### config.mk
export PLATFORM = sky130hd
export DESIGN_NAME = selective_repeat_retransmit_queue_top
export DESIGN_NICKNAME = d
export VERILOG_FILES = /design/src/sra_pkg.sv /design/src/selective_repeat_retransmit_queue_top.sv /design/src/sra_ram.sv /design/src/sra_front.sv /design/src/sra_back.sv
export SDC_FILE = /design/constraint.sdc
export NUM_CORES = 2
export LEC_CHECK = 0
export BUFFER_PORTS_ARGS = -buffer_cell sky130_fd_sc_hd__buf_2
export CORE_AREA = 2 2 352 354
export DETAILED_ROUTE_END_ITERATION = 10
export DIE_AREA = 0 0 354 356
export PLACE_DENSITY = 0.73
export SLEW_MARGIN = 20
export SYNTH_ARGS = -nofsm -noshare
export SYNTH_HDL_FRONTEND = slang
export SYNTH_HIERARCHICAL = 1
export SYNTH_SLANG_ARGS = --single-unit
### constraint.sdc
create_clock -name clk -period 7.4 [get_ports clk]
set_clock_uncertainty 0.05 [all_clocks]
set_input_delay 0.37 -clock clk [delete_from_list [all_inputs] [get_ports clk]]
set_output_delay 0.37 -clock clk [all_outputs]
set_load 0.02 [all_outputs]
### src/sra_pkg.sv
`timescale 1ns / 1ps
// ----------------------------------------------------------------------------
// sra_pkg - shared types and constants of the selective repeat sender
// Beat layouts, action and status codes, internal command codes and the
// defaults of the top level parameters and configuration registers.
// ----------------------------------------------------------------------------
package sra_pkg;

  // parameter defaults
  localparam int QUEUE_DEPTH_DEFAULT = 128;
  localparam int WINDOW_MAX_DEFAULT  = 64;

  // field widths
  localparam int FRAME_W    = 8;
  localparam int STATUS_W   = 3;
  localparam int COUNT_W    = 32;
  localparam int WINDOW_W   = 7;
  localparam int FCOUNT_W   = 8;
  localparam int CFG_DATA_W = 8;
  localparam int CFG_IDX_W  = 1;

  // configuration register indexes and reset values
  localparam logic [CFG_IDX_W-1:0] REG_WIN_LIMIT   = 1'b0;
  localparam logic [CFG_IDX_W-1:0] REG_FRAME_COUNT = 1'b1;
  localparam logic [WINDOW_W-1:0]  WINDOW_RESET    = 7'd4;
  localparam logic [FCOUNT_W-1:0]  FCOUNT_RESET    = 8'd8;

  // action codes
  localparam logic [1:0] ACT_START = 2'd0;
  localparam logic [1:0] ACT_SEND  = 2'd1;
  localparam logic [1:0] ACT_ACK   = 2'd2;
  localparam logic [1:0] ACT_UNDEF = 2'd3;

  // status codes
  localparam logic [STATUS_W-1:0] ST_STARTED = 3'd0;
  localparam logic [STATUS_W-1:0] ST_SENT    = 3'd1;
  localparam logic [STATUS_W-1:0] ST_ACKED   = 3'd2;
  localparam logic [STATUS_W-1:0] ST_LOST    = 3'd3;
  localparam logic [STATUS_W-1:0] ST_EMPTY   = 3'd4;
  localparam logic [STATUS_W-1:0] ST_REJECT  = 3'd5;

  // request beat
  typedef struct packed {
    logic [1:0] action;
    logic       ack_ok;
  } req_t;

  // result beat
  typedef struct packed {
    logic [FRAME_W-1:0]  frame_number;
    logic [STATUS_W-1:0] status;
    logic                last;
    logic                transfer_done;
    logic [COUNT_W-1:0]  sent_count;
    logic [COUNT_W-1:0]  acked_count;
  } rsp_t;

  // classified command, front to back
  typedef enum logic [2:0] {
    OP_START,
    OP_SEND,
    OP_ACK_OK,
    OP_ACK_LOST,
    OP_BAD
  } op_t;

  typedef struct packed {
    op_t op;
  } cmd_t;

endpackage

### src/selective_repeat_retransmit_queue_top.sv
`timescale 1ns / 1ps
// ----------------------------------------------------------------------------
// selective_repeat_retransmit_queue_top - selective repeat sender
// Holds the configuration registers and joins the request front end to the
// execution back end.
//
//   channel  direction  handshake             payload
//   req      in         req_valid / req_stall sra_pkg::req_t
//   rsp      out        rsp_valid / rsp_stall sra_pkg::rsp_t
//   config   in         wr_en (no wait)       wr_index, wr_data
//
// Start writes the pending queue memory one entry per cycle. A send round
// takes one frame per cycle off the queue memory read port while the output
// is not stalled. Reset is synchronous and clears the transfer state; the
// memories are not cleared. An output stall holds the back end; the two
// entry command queue keeps taking requests until full.
// ----------------------------------------------------------------------------
module selective_repeat_retransmit_queue_top #(
  parameter int QUEUE_DEPTH = sra_pkg::QUEUE_DEPTH_DEFAULT,
  parameter int WINDOW_MAX  = sra_pkg::WINDOW_MAX_DEFAULT
) (
  input  logic                            clk,
  input  logic                            rst,
  input  logic                            req_valid,
  output logic                            req_stall,
  input  sra_pkg::req_t                   req,
  output logic                            rsp_valid,
  input  logic                            rsp_stall,
  output sra_pkg::rsp_t                   rsp,
  input  logic                            wr_en,
  input  logic [sra_pkg::CFG_IDX_W-1:0]   wr_index,
  input  logic [sra_pkg::CFG_DATA_W-1:0]  wr_data
);

  logic [sra_pkg::WINDOW_W-1:0] win_limit;
  logic [sra_pkg::FCOUNT_W-1:0] frame_count;
  logic                         cmd_valid;
  sra_pkg::cmd_t                cmd;
  logic                         cmd_pop;

  // configuration registers
  always_ff @(posedge clk) begin
    if (rst) begin
      win_limit   <= sra_pkg::WINDOW_RESET;
      frame_count <= sra_pkg::FCOUNT_RESET;
    end else if (wr_en) begin
      unique case (wr_index)
        sra_pkg::REG_WIN_LIMIT:   win_limit   <= wr_data[sra_pkg::WINDOW_W-1:0];
        sra_pkg::REG_FRAME_COUNT: frame_count <= wr_data[sra_pkg::FCOUNT_W-1:0];
      endcase
    end
  end

  // intake and classification
  sra_front u_front (
    .clk       (clk),
    .rst       (rst),
    .req_valid (req_valid),
    .req_stall (req_stall),
    .req       (req),
    .cmd_valid (cmd_valid),
    .cmd       (cmd),
    .cmd_pop   (cmd_pop)
  );

  // execution
  sra_back #(
    .QUEUE_DEPTH (QUEUE_DEPTH),
    .WINDOW_MAX  (WINDOW_MAX)
  ) u_back (
    .clk         (clk),
    .rst         (rst),
    .cmd_valid   (cmd_valid),
    .cmd         (cmd),
    .cmd_pop     (cmd_pop),
    .win_limit   (win_limit),
    .frame_count (frame_count),
    .rsp_valid   (rsp_valid),
    .rsp_stall   (rsp_stall),
    .rsp         (rsp)
  );

endmodule

### src/sra_ram.sv
`timescale 1ns / 1ps
// ----------------------------------------------------------------------------
// sra_ram - generic single write, single read memory
// One write port and one read port, read data registered. No reset.
// ----------------------------------------------------------------------------
module sra_ram #(
  parameter int WIDTH = 8,
  parameter int DEPTH = 128
) (
  input  logic                                      clk,
  input  logic                                      we,
  input  logic [((DEPTH > 1) ? $clog2(DEPTH) : 1)-1:0] waddr,
  input  logic [WIDTH-1:0]                          wdata,
  input  logic [((DEPTH > 1) ? $clog2(DEPTH) : 1)-1:0] raddr,
  output logic [WIDTH-1:0]                          rdata
);

  logic [WIDTH-1:0] mem [DEPTH];

  // write port and registered read
  always_ff @(posedge clk) begin
    if (we) begin
      mem[waddr] <= wdata;
    end
    rdata <= mem[raddr];
  end

endmodule

### src/sra_front.sv
`timescale 1ns / 1ps
// ----------------------------------------------------------------------------
// sra_front - request intake and classification
// Takes request beats, decodes them into commands and holds them in a
// two entry queue so the back end can stall without blocking intake.
// ----------------------------------------------------------------------------
module sra_front (
  input  logic          clk,
  input  logic          rst,
  input  logic          req_valid,
  output logic          req_stall,
  input  sra_pkg::req_t req,
  output logic          cmd_valid,
  output sra_pkg::cmd_t cmd,
  input  logic          cmd_pop
);

  localparam int DEPTH = 2;

  sra_pkg::cmd_t fifo [DEPTH];
  logic          wr_ptr;
  logic          rd_ptr;
  logic [1:0]    count;
  logic [1:0]    count_next;
  logic          push;
  sra_pkg::cmd_t decoded;

  // classify the action
  always_comb begin
    decoded = '{op: sra_pkg::OP_BAD};
    unique case (req.action)
      sra_pkg::ACT_START: decoded.op = sra_pkg::OP_START;
      sra_pkg::ACT_SEND:  decoded.op = sra_pkg::OP_SEND;
      sra_pkg::ACT_ACK:   decoded.op = req.ack_ok ? sra_pkg::OP_ACK_OK : sra_pkg::OP_ACK_LOST;
      sra_pkg::ACT_UNDEF: decoded.op = sra_pkg::OP_BAD;
    endcase
  end

  assign req_stall = (count == 2'(DEPTH));
  assign push      = req_valid && !req_stall;
  assign cmd_valid = (count != 2'd0);
  assign cmd       = fifo[rd_ptr];

  // occupancy
  always_comb begin
    unique case ({push, cmd_pop})
      2'b10:   count_next = count + 2'd1;
      2'b01:   count_next = count - 2'd1;
      default: count_next = count;
    endcase
  end

  // queue storage
  always_ff @(posedge clk) begin
    if (push) begin
      fifo[wr_ptr] <= decoded;
    end
  end

  // pointers
  always_ff @(posedge clk) begin
    if (rst) begin
      wr_ptr <= 1'b0;
      rd_ptr <= 1'b0;
      count  <= 2'd0;
    end else begin
      if (push) begin
        wr_ptr <= ~wr_ptr;
      end
      if (cmd_pop) begin
        rd_ptr <= ~rd_ptr;
      end
      count <= count_next;
    end
  end

endmodule

### src/sra_back.sv
`timescale 1ns / 1ps
// ----------------------------------------------------------------------------
// sra_back - command execution
// Sequencer over the pending frame queue and the outstanding frame store.
// Loads the queue on start, pops a window of frames on send, settles one
// frame per acknowledgement, and drives the result register.
// ----------------------------------------------------------------------------
module sra_back #(
  parameter int QUEUE_DEPTH = sra_pkg::QUEUE_DEPTH_DEFAULT,
  parameter int WINDOW_MAX  = sra_pkg::WINDOW_MAX_DEFAULT
) (
  input  logic                           clk,
  input  logic                           rst,
  input  logic                           cmd_valid,
  input  sra_pkg::cmd_t                  cmd,
  output logic                           cmd_pop,
  input  logic [sra_pkg::WINDOW_W-1:0]   win_limit,
  input  logic [sra_pkg::FCOUNT_W-1:0]   frame_count,
  output logic                           rsp_valid,
  input  logic                           rsp_stall,
  output sra_pkg::rsp_t                  rsp
);

  localparam int QW = $clog2(QUEUE_DEPTH);
  localparam int FW = $clog2(QUEUE_DEPTH + 1);
  localparam int WW = $clog2(WINDOW_MAX + 1);
  localparam int OW = (WINDOW_MAX > 1) ? $clog2(WINDOW_MAX) : 1;
  localparam int NW = (FW > sra_pkg::FRAME_W) ? FW : sra_pkg::FRAME_W;

  typedef enum logic [2:0] {
    S_IDLE,
    S_LOAD,
    S_SEND,
    S_ACK,
    S_EMIT
  } state_t;

  state_t                          state, state_next;
  logic [QW-1:0]                   head, head_next;
  logic [QW-1:0]                   tail, tail_next;
  logic [FW-1:0]                   fill, fill_next;
  logic [WW-1:0]                   total, total_next;
  logic [WW-1:0]                   settle, settle_next;
  logic [WW-1:0]                   win, win_next;
  logic [FW-1:0]                   load_cnt, load_cnt_next;
  logic [FW-1:0]                   load_n, load_n_next;
  logic                            ack_good, ack_good_next;
  logic [sra_pkg::COUNT_W-1:0]     sent, sent_next;
  logic [sra_pkg::COUNT_W-1:0]     acked, acked_next;
  logic [sra_pkg::STATUS_W-1:0]    res_status, res_status_next;
  logic                            res_done, res_done_next;
  logic                            rsp_valid_next;
  sra_pkg::rsp_t                   rsp_next;

  // memory ports
  logic                            pq_we;
  logic [QW-1:0]                   pq_waddr;
  logic [sra_pkg::FRAME_W-1:0]     pq_wdata;
  logic [sra_pkg::FRAME_W-1:0]     pq_rdata;
  logic                            ob_we;
  logic [OW-1:0]                   ob_waddr;
  logic [sra_pkg::FRAME_W-1:0]     ob_rdata;

  logic                            slot_free;
  logic                            rsp_load;
  logic                            done_now;
  logic [NW-1:0]                   fc_ext;
  logic [NW-1:0]                   fc_clamped;
  logic [WW-1:0]                   win_clamped;

  function automatic logic [QW-1:0] wrap_inc(input logic [QW-1:0] idx);
    return (idx == QW'(QUEUE_DEPTH - 1)) ? '0 : idx + QW'(1);
  endfunction

  // pending frame queue; read always follows the next head
  sra_ram #(
    .WIDTH (sra_pkg::FRAME_W),
    .DEPTH (QUEUE_DEPTH)
  ) u_pending (
    .clk   (clk),
    .we    (pq_we),
    .waddr (pq_waddr),
    .wdata (pq_wdata),
    .raddr (head_next),
    .rdata (pq_rdata)
  );

  // outstanding frames of the current round; read follows the next settle slot
  sra_ram #(
    .WIDTH (sra_pkg::FRAME_W),
    .DEPTH (WINDOW_MAX)
  ) u_outstanding (
    .clk   (clk),
    .we    (ob_we),
    .waddr (ob_waddr),
    .wdata (pq_rdata),
    .raddr (settle_next[OW-1:0]),
    .rdata (ob_rdata)
  );

  // clamped configuration
  assign fc_ext     = NW'(frame_count);
  assign fc_clamped = (fc_ext > NW'(QUEUE_DEPTH)) ? NW'(QUEUE_DEPTH) : fc_ext;

  always_comb begin
    if (win_limit == '0) begin
      win_clamped = WW'(1);
    end else if (win_limit > sra_pkg::WINDOW_W'(WINDOW_MAX)) begin
      win_clamped = WW'(WINDOW_MAX);
    end else begin
      win_clamped = WW'(win_limit);
    end
  end

  assign slot_free = !rsp_valid || !rsp_stall;
  assign done_now  = (fill == '0) && (settle >= total);

  // sequencer
  always_comb begin
    state_next      = state;
    head_next       = head;
    tail_next       = tail;
    fill_next       = fill;
    total_next      = total;
    settle_next     = settle;
    win_next        = win;
    load_cnt_next   = load_cnt;
    load_n_next     = load_n;
    ack_good_next   = ack_good;
    sent_next       = sent;
    acked_next      = acked;
    res_status_next = res_status;
    res_done_next   = res_done;
    pq_we           = 1'b0;
    pq_waddr        = tail;
    pq_wdata        = ob_rdata;
    ob_we           = 1'b0;
    ob_waddr        = total[OW-1:0];
    cmd_pop         = 1'b0;
    rsp_load        = 1'b0;
    rsp_next        = rsp;

    unique case (state)
      S_IDLE: begin
        if (cmd_valid) begin
          cmd_pop         = 1'b1;
          res_status_next = sra_pkg::ST_REJECT;
          res_done_next   = done_now;
          state_next      = S_EMIT;
          unique case (cmd.op)
            sra_pkg::OP_START: begin
              head_next       = '0;
              tail_next       = '0;
              fill_next       = '0;
              total_next      = '0;
              settle_next     = '0;
              sent_next       = '0;
              acked_next      = '0;
              load_cnt_next   = '0;
              load_n_next     = FW'(fc_clamped);
              res_status_next = sra_pkg::ST_STARTED;
              res_done_next   = (fc_clamped == '0);
              state_next      = (fc_clamped == '0) ? S_EMIT : S_LOAD;
            end
            sra_pkg::OP_SEND: begin
              if (settle < total) begin
                res_status_next = sra_pkg::ST_REJECT;
              end else if (fill == '0) begin
                res_status_next = sra_pkg::ST_EMPTY;
              end else begin
                win_next    = win_clamped;
                total_next  = '0;
                settle_next = '0;
                state_next  = S_SEND;
              end
            end
            sra_pkg::OP_ACK_OK, sra_pkg::OP_ACK_LOST: begin
              if (settle < total) begin
                ack_good_next = (cmd.op == sra_pkg::OP_ACK_OK);
                state_next    = S_ACK;
              end
            end
            default: begin
              res_status_next = sra_pkg::ST_REJECT;
            end
          endcase
        end
      end

      // one queue entry written per cycle
      S_LOAD: begin
        pq_we         = 1'b1;
        pq_waddr      = load_cnt[QW-1:0];
        load_cnt_next = load_cnt + FW'(1);
        pq_wdata      = sra_pkg::FRAME_W'(load_cnt_next);
        if (load_cnt_next == load_n) begin
          fill_next  = load_n;
          tail_next  = (load_n == FW'(QUEUE_DEPTH)) ? '0 : load_n[QW-1:0];
          state_next = S_EMIT;
        end
      end

      // one frame per free output slot
      S_SEND: begin
        if (slot_free) begin
          ob_we      = 1'b1;
          total_next = total + WW'(1);
          head_next  = wrap_inc(head);
          fill_next  = fill - FW'(1);
          sent_next  = (sent == '1) ? sent : sent + sra_pkg::COUNT_W'(1);
          rsp_load   = 1'b1;
          rsp_next   = '{
            frame_number:  pq_rdata,
            status:        sra_pkg::ST_SENT,
            last:          (total_next == win) || (fill_next == '0),
            transfer_done: (fill_next == '0) && (settle >= total_next),
            sent_count:    sent_next,
            acked_count:   acked
          };
          if ((total_next == win) || (fill_next == '0)) begin
            state_next = S_IDLE;
          end
        end
      end

      // settle the oldest outstanding frame
      S_ACK: begin
        if (slot_free) begin
          settle_next     = settle + WW'(1);
          res_status_next = sra_pkg::ST_LOST;
          if (ack_good) begin
            acked_next      = (acked == '1) ? acked : acked + sra_pkg::COUNT_W'(1);
            res_status_next = sra_pkg::ST_ACKED;
          end else if (fill < FW'(QUEUE_DEPTH)) begin
            pq_we     = 1'b1;
            pq_waddr  = tail;
            pq_wdata  = ob_rdata;
            tail_next = wrap_inc(tail);
            fill_next = fill + FW'(1);
          end
          rsp_load   = 1'b1;
          rsp_next   = '{
            frame_number:  ob_rdata,
            status:        res_status_next,
            last:          1'b1,
            transfer_done: (fill_next == '0) && (settle_next >= total),
            sent_count:    sent,
            acked_count:   acked_next
          };
          state_next = S_IDLE;
        end
      end

      // single result with no frame
      S_EMIT: begin
        if (slot_free) begin
          rsp_load   = 1'b1;
          rsp_next   = '{
            frame_number:  '0,
            status:        res_status,
            last:          1'b1,
            transfer_done: res_done,
            sent_count:    sent,
            acked_count:   acked
          };
          state_next = S_IDLE;
        end
      end

      default: begin
        state_next = S_IDLE;
      end
    endcase

    rsp_valid_next = rsp_load ? 1'b1 : (rsp_valid && rsp_stall);
  end

  // state and result register
  always_ff @(posedge clk) begin
    if (rst) begin
      state     <= S_IDLE;
      head      <= '0;
      tail      <= '0;
      fill      <= '0;
      total     <= '0;
      settle    <= '0;
      sent      <= '0;
      acked     <= '0;
      rsp_valid <= 1'b0;
    end else begin
      state     <= state_next;
      head      <= head_next;
      tail      <= tail_next;
      fill      <= fill_next;
      total     <= total_next;
      settle    <= settle_next;
      sent      <= sent_next;
      acked     <= acked_next;
      rsp_valid <= rsp_valid_next;
    end
    win        <= win_next;
    load_cnt   <= load_cnt_next;
    load_n     <= load_n_next;
    ack_good   <= ack_good_next;
    res_status <= res_status_next;
    res_done   <= res_done_next;
    rsp        <= rsp_next;
  end

  // queue never overfills
  assert property (@(posedge clk) disable iff (rst) fill <= FW'(QUEUE_DEPTH))
    else $error("pending queue fill above depth");

  // settling never passes the round
  assert property (@(posedge clk) disable iff (rst) settle <= total)
    else $error("settle index beyond outstanding total");

  // a round never exceeds the window limit
  assert property (@(posedge clk) disable iff (rst) total <= WW'(WINDOW_MAX))
    else $error("outstanding total above window limit");

  // sending only pops a non-empty queue
  assert property (@(posedge clk) disable iff (rst) (state == S_SEND) |-> (fill != '0))
    else $error("send round on empty queue");

  // a finished round lands back in idle with frames recorded
  assert property (@(posedge clk) disable iff (rst)
    (state == S_SEND) && (state_next == S_IDLE) |=> (total != '0) && (settle == '0))
    else $error("send round closed without outstanding frames");

endmodule

==> run_results.csv <==
group,metric,value,unit
yosys,ys_top_cells_by_count,"edfxtp_1, mux4_2, nor2_1",
drt,drtIter0Drc,4827,
power_and_ir_drop,powerDensity,262,nW/um^2
sta,maxSlewViolCount,0,
global_routing,antenna_found_initial,2,
yosys,synth_xor_area_share,1.33,%
yosys,synth_top_cell_by_area,"edfxtp_1",
finish,fin_cells,5935,
worst_setup_path,crit_slowest_cell,"a21oi_1",
clock_network,insertion_delay,0.82,ns
drt,routed_wl,168000,microns
yosys,synth_seq_cells,1787,
die,initial_core_util,59.3,%
placed_design,place_congestion,0.882,
worst_setup_path,required,8.04,ns
yosys,syn_inst,4013,
finish,drive_above_1_share,23.0,%
worst_setup_path,path_cells,"nor3b_2 > nand2_1 > inv_1 > a21oi_1 > nand2_1 > o21ai_4 > buf_4 > mux4_2 > mux4_2 > mux4_2 > mux2_2",
yosys,syn_area_per_cell,18.1,sq um
yosys,synth_nets,4062,
global_routing,grt_max_degree,173,
yosys,synthFlopType,"edfxtp_1",
finish,fillers,7996,
die,fp.dieH,356,microns
worst_setup_path,r2r.worst_path.cells,11,
finish,finalNetCount,4198,
hold_path,hold_class,"in -> reg",
yosys,synth.distinct_cells,92,
drt,first_pass_iters,6,
power_and_ir_drop,p_leak,25.0,nW
outcome,status,"finished, final reports clean",
yosys,netlist.area_leader.share,68.0,%
global_routing,grt_pass1_wl,250000,microns
finish,multi_input_area,19600,sq um
yosys,synth.most_common_cell,"edfxtp_1",
yosys,synth_area_leaders,"edfxtp_1, mux4_2, dfxtp_1",
clock_network,clk_path_buf_depth,3,
clock_network,cts_setup_buffers,0,
placed_design,port_buffers,95,
drt,wl_per_cell,28.2,microns
flow_run,maxCapViolations,0,
drt,drc_errors,0,
clock_network,cts_buffers,175,
sta,fin_ws,1.53,ns
clock_network,cts_tree,"built",
yosys,synth_top_family_by_area,"multiplexers",
yosys,synthAdderAreaFrac,0.550,%
drt,vias,38914,
global_routing,track_usage,26.9,%
sta,post-route-min-period,5.87,ns
sta,fin_crit_sh,79.3,%
yosys,ys_seq_area_share,71.8,%
die,die-area,126000,sq um
clock_network,root_buffer,"clkbuf_16",
worst_setup_path,path_class,"reg -> reg",
worst_setup_path,cpPeakStageDelay,0.92,ns
die,core,123000,sq um
clock_network,path_clk_slew,0.06,ns
clock_network,cts_resized,0,
yosys,async_reset_ff_share,0,%
global_routing,grt_overflow,0,
worst_setup_path,crit_top_cell,"mux4_2",
sta,finalSetupViolCount,0,
die,ioPinCount,96,
sta,finalHoldViolations,0,
power_and_ir_drop,ir_drop,0.000294,V
yosys,synth-edff-count,1647,
global_routing,first_global_vias,38364,
worst_setup_path,endpoint_kind,"flip-flop",
placed_design,pre_cts_ws,1.58,ns
yosys,ys_warn_count,6,
worst_setup_path,arrival,6.51,ns
sta,max-slew-margin-rel,16.3,%
worst_setup_path,critPathLaunchType,"flip-flop",
finish,final-seq-area,52300,sq um
clock_network,clock-sinks,1787,
placed_design,dp.cells,5578,
die,die_x,354,microns
finish,area_growth,11.4,%
yosys,synth_mux_area_share,15.0,%
sta,tightest_slew,1.26,ns
yosys,synth_area,72800,sq um
die,rows,129,
clock_network,cts_hold_buf,24,
sta,rsz0062_at_grt,"no",
clock_network,htreeDepth,4,
placed_design,dp_hpwl,99600,microns
worst_setup_path,crit_path_max_fanout,36,
sta,fmax,170,MHz
yosys,synthSimpleGateAreaFrac,6.11,%
drt,ant_nets,0,
sta,fin_tns_setup,0,ns
hold_path,whs_path_depth,3,
drt,viasPerCell,6.56,
yosys,synth_compound_area_share,3.57,%
==> report_power, final <==
group          leakage (nW)  switching (mW)  internal (mW)
sequential             16.0          0.0873           11.3
combinational          6.21           0.782          0.274
clock                  2.77            3.79           5.01
total                  25.0            4.66           16.6
==> worst paths after layout <==
| kind | startpoint | to | slack [ns] |
|---|---|---|---|
| worst max register to register | u_back/state[0]$_SDFFE_PP0P_ | u_back/u_pending/rdata[2]$_DFF_P_ | 1.53 |
| worst min register to register | win_limit[5]$_SDFFE_PP0P_ | win_limit[5]$_SDFFE_PP0P_ | 0.44 |
| worst min-delay path | rsp_stall | u_back/rsp_valid$_SDFF_PP0_ | 0.16 |
| worst max-delay path | u_back/state[0]$_SDFFE_PP0P_ | u_back/u_pending/rdata[2]$_DFF_P_ | 1.53 |
==> logic make-up after synthesis <==
| kind of cell | count (synthesis) |
|---|---|
| AO/OA/AOI/OAI | 394 |
| buffers and inverters | 254 |
| AND/OR/NAND/NOR | 927 |
| multiplexers | 512 |
| XOR/XNOR | 107 |
| adder cells (fa/ha/maj) | 32 |
| flip-flops | 1787 |
==> cell type report <==
| type | instances | share of cell area, % |
|---|---|---|
| diodes | 1 | 0.00309 |
| clock buffers | 225 | 5.69 |
| clock inverters | 100 | 1.34 |
| inverters | 33 | 0.153 |
| multi-input cells | 1972 | 24.1 |
| flip-flops and latches | 1787 | 64.5 |
| well taps | 1637 | 2.53 |
| repair buffers | 180 | 1.68 |
==> worst max-delay path, delay by kind of cell, from the launching register on <==
family,cells,cell delay (ns)
buffers and inverters,2,1.12
muxes,4,1.94
AOI/OAI and AO/OA,2,1.28
and+or+nand+nor,3,0.55
DFF,1,0.75
==> per-stage QoR <==
stage               utilization (%)  cell area (sq um)  hold WS, ns  total power, mW
floorplan                         -              72800        0.389             12.2
global placement               61.1              74900        0.416             12.6
detailed placement             61.1              75000        0.426             12.6
CTS                            65.9              80900       0.0974             21.3
global route                   66.1              81100        0.190             21.8
finish                         66.1              81100        0.158             21.2
==> placed cells by master (no fill, tap or decap), types with 32 or more instances in the layout <==
cell type | Yosys | final
nand3_1 | 94 | 93
ha_1 | 32 | 32
nor2b_1 | 46 | 46
clkbuf_1 | 120 | 45
edfxtp_1 | 1647 | 1647
nand2b_1 | 34 | 34
mux2i_1 | 37 | 37
xor2_1 | 40 | 40
clkbuf_16 | 0 | 175
buf_4 | 26 | 49
nor2_1 | 316 | 299
o21ai_0 | 101 | 96
nand2_1 | 217 | 216
mux4_2 | 460 | 460
nor3_1 | 50 | 41
a21oi_1 | 79 | 78
xnor2_1 | 65 | 65
buf_2 | 39 | 94
dfxtp_1 | 140 | 132
==> sequential cells by signal, summed over array words and instances, names as in the netlist, 8 cells and up, named ones only <==
signal / flops
frame_count: 8
u_back/load_n: 8
u_back/u_outstanding/mem: 512
u_back/sent: 32
u_back/u_pending/rdata: 8
u_back/fill: 8
u_back/load_cnt: 8
u_back/acked: 32
u_back/u_outstanding/rdata: 8
u_back/rsp: 77
u_back/u_pending/mem: 1024
==> routing by layer <==
metal	GRT usage (%)	part of all wire (%)
met1	37.4	39
met2	43.9	50
met3	4.52	8.1
met4	9.09	3.0
met5	0	0
No activity file was read; power rests on OpenSTA's default activity.
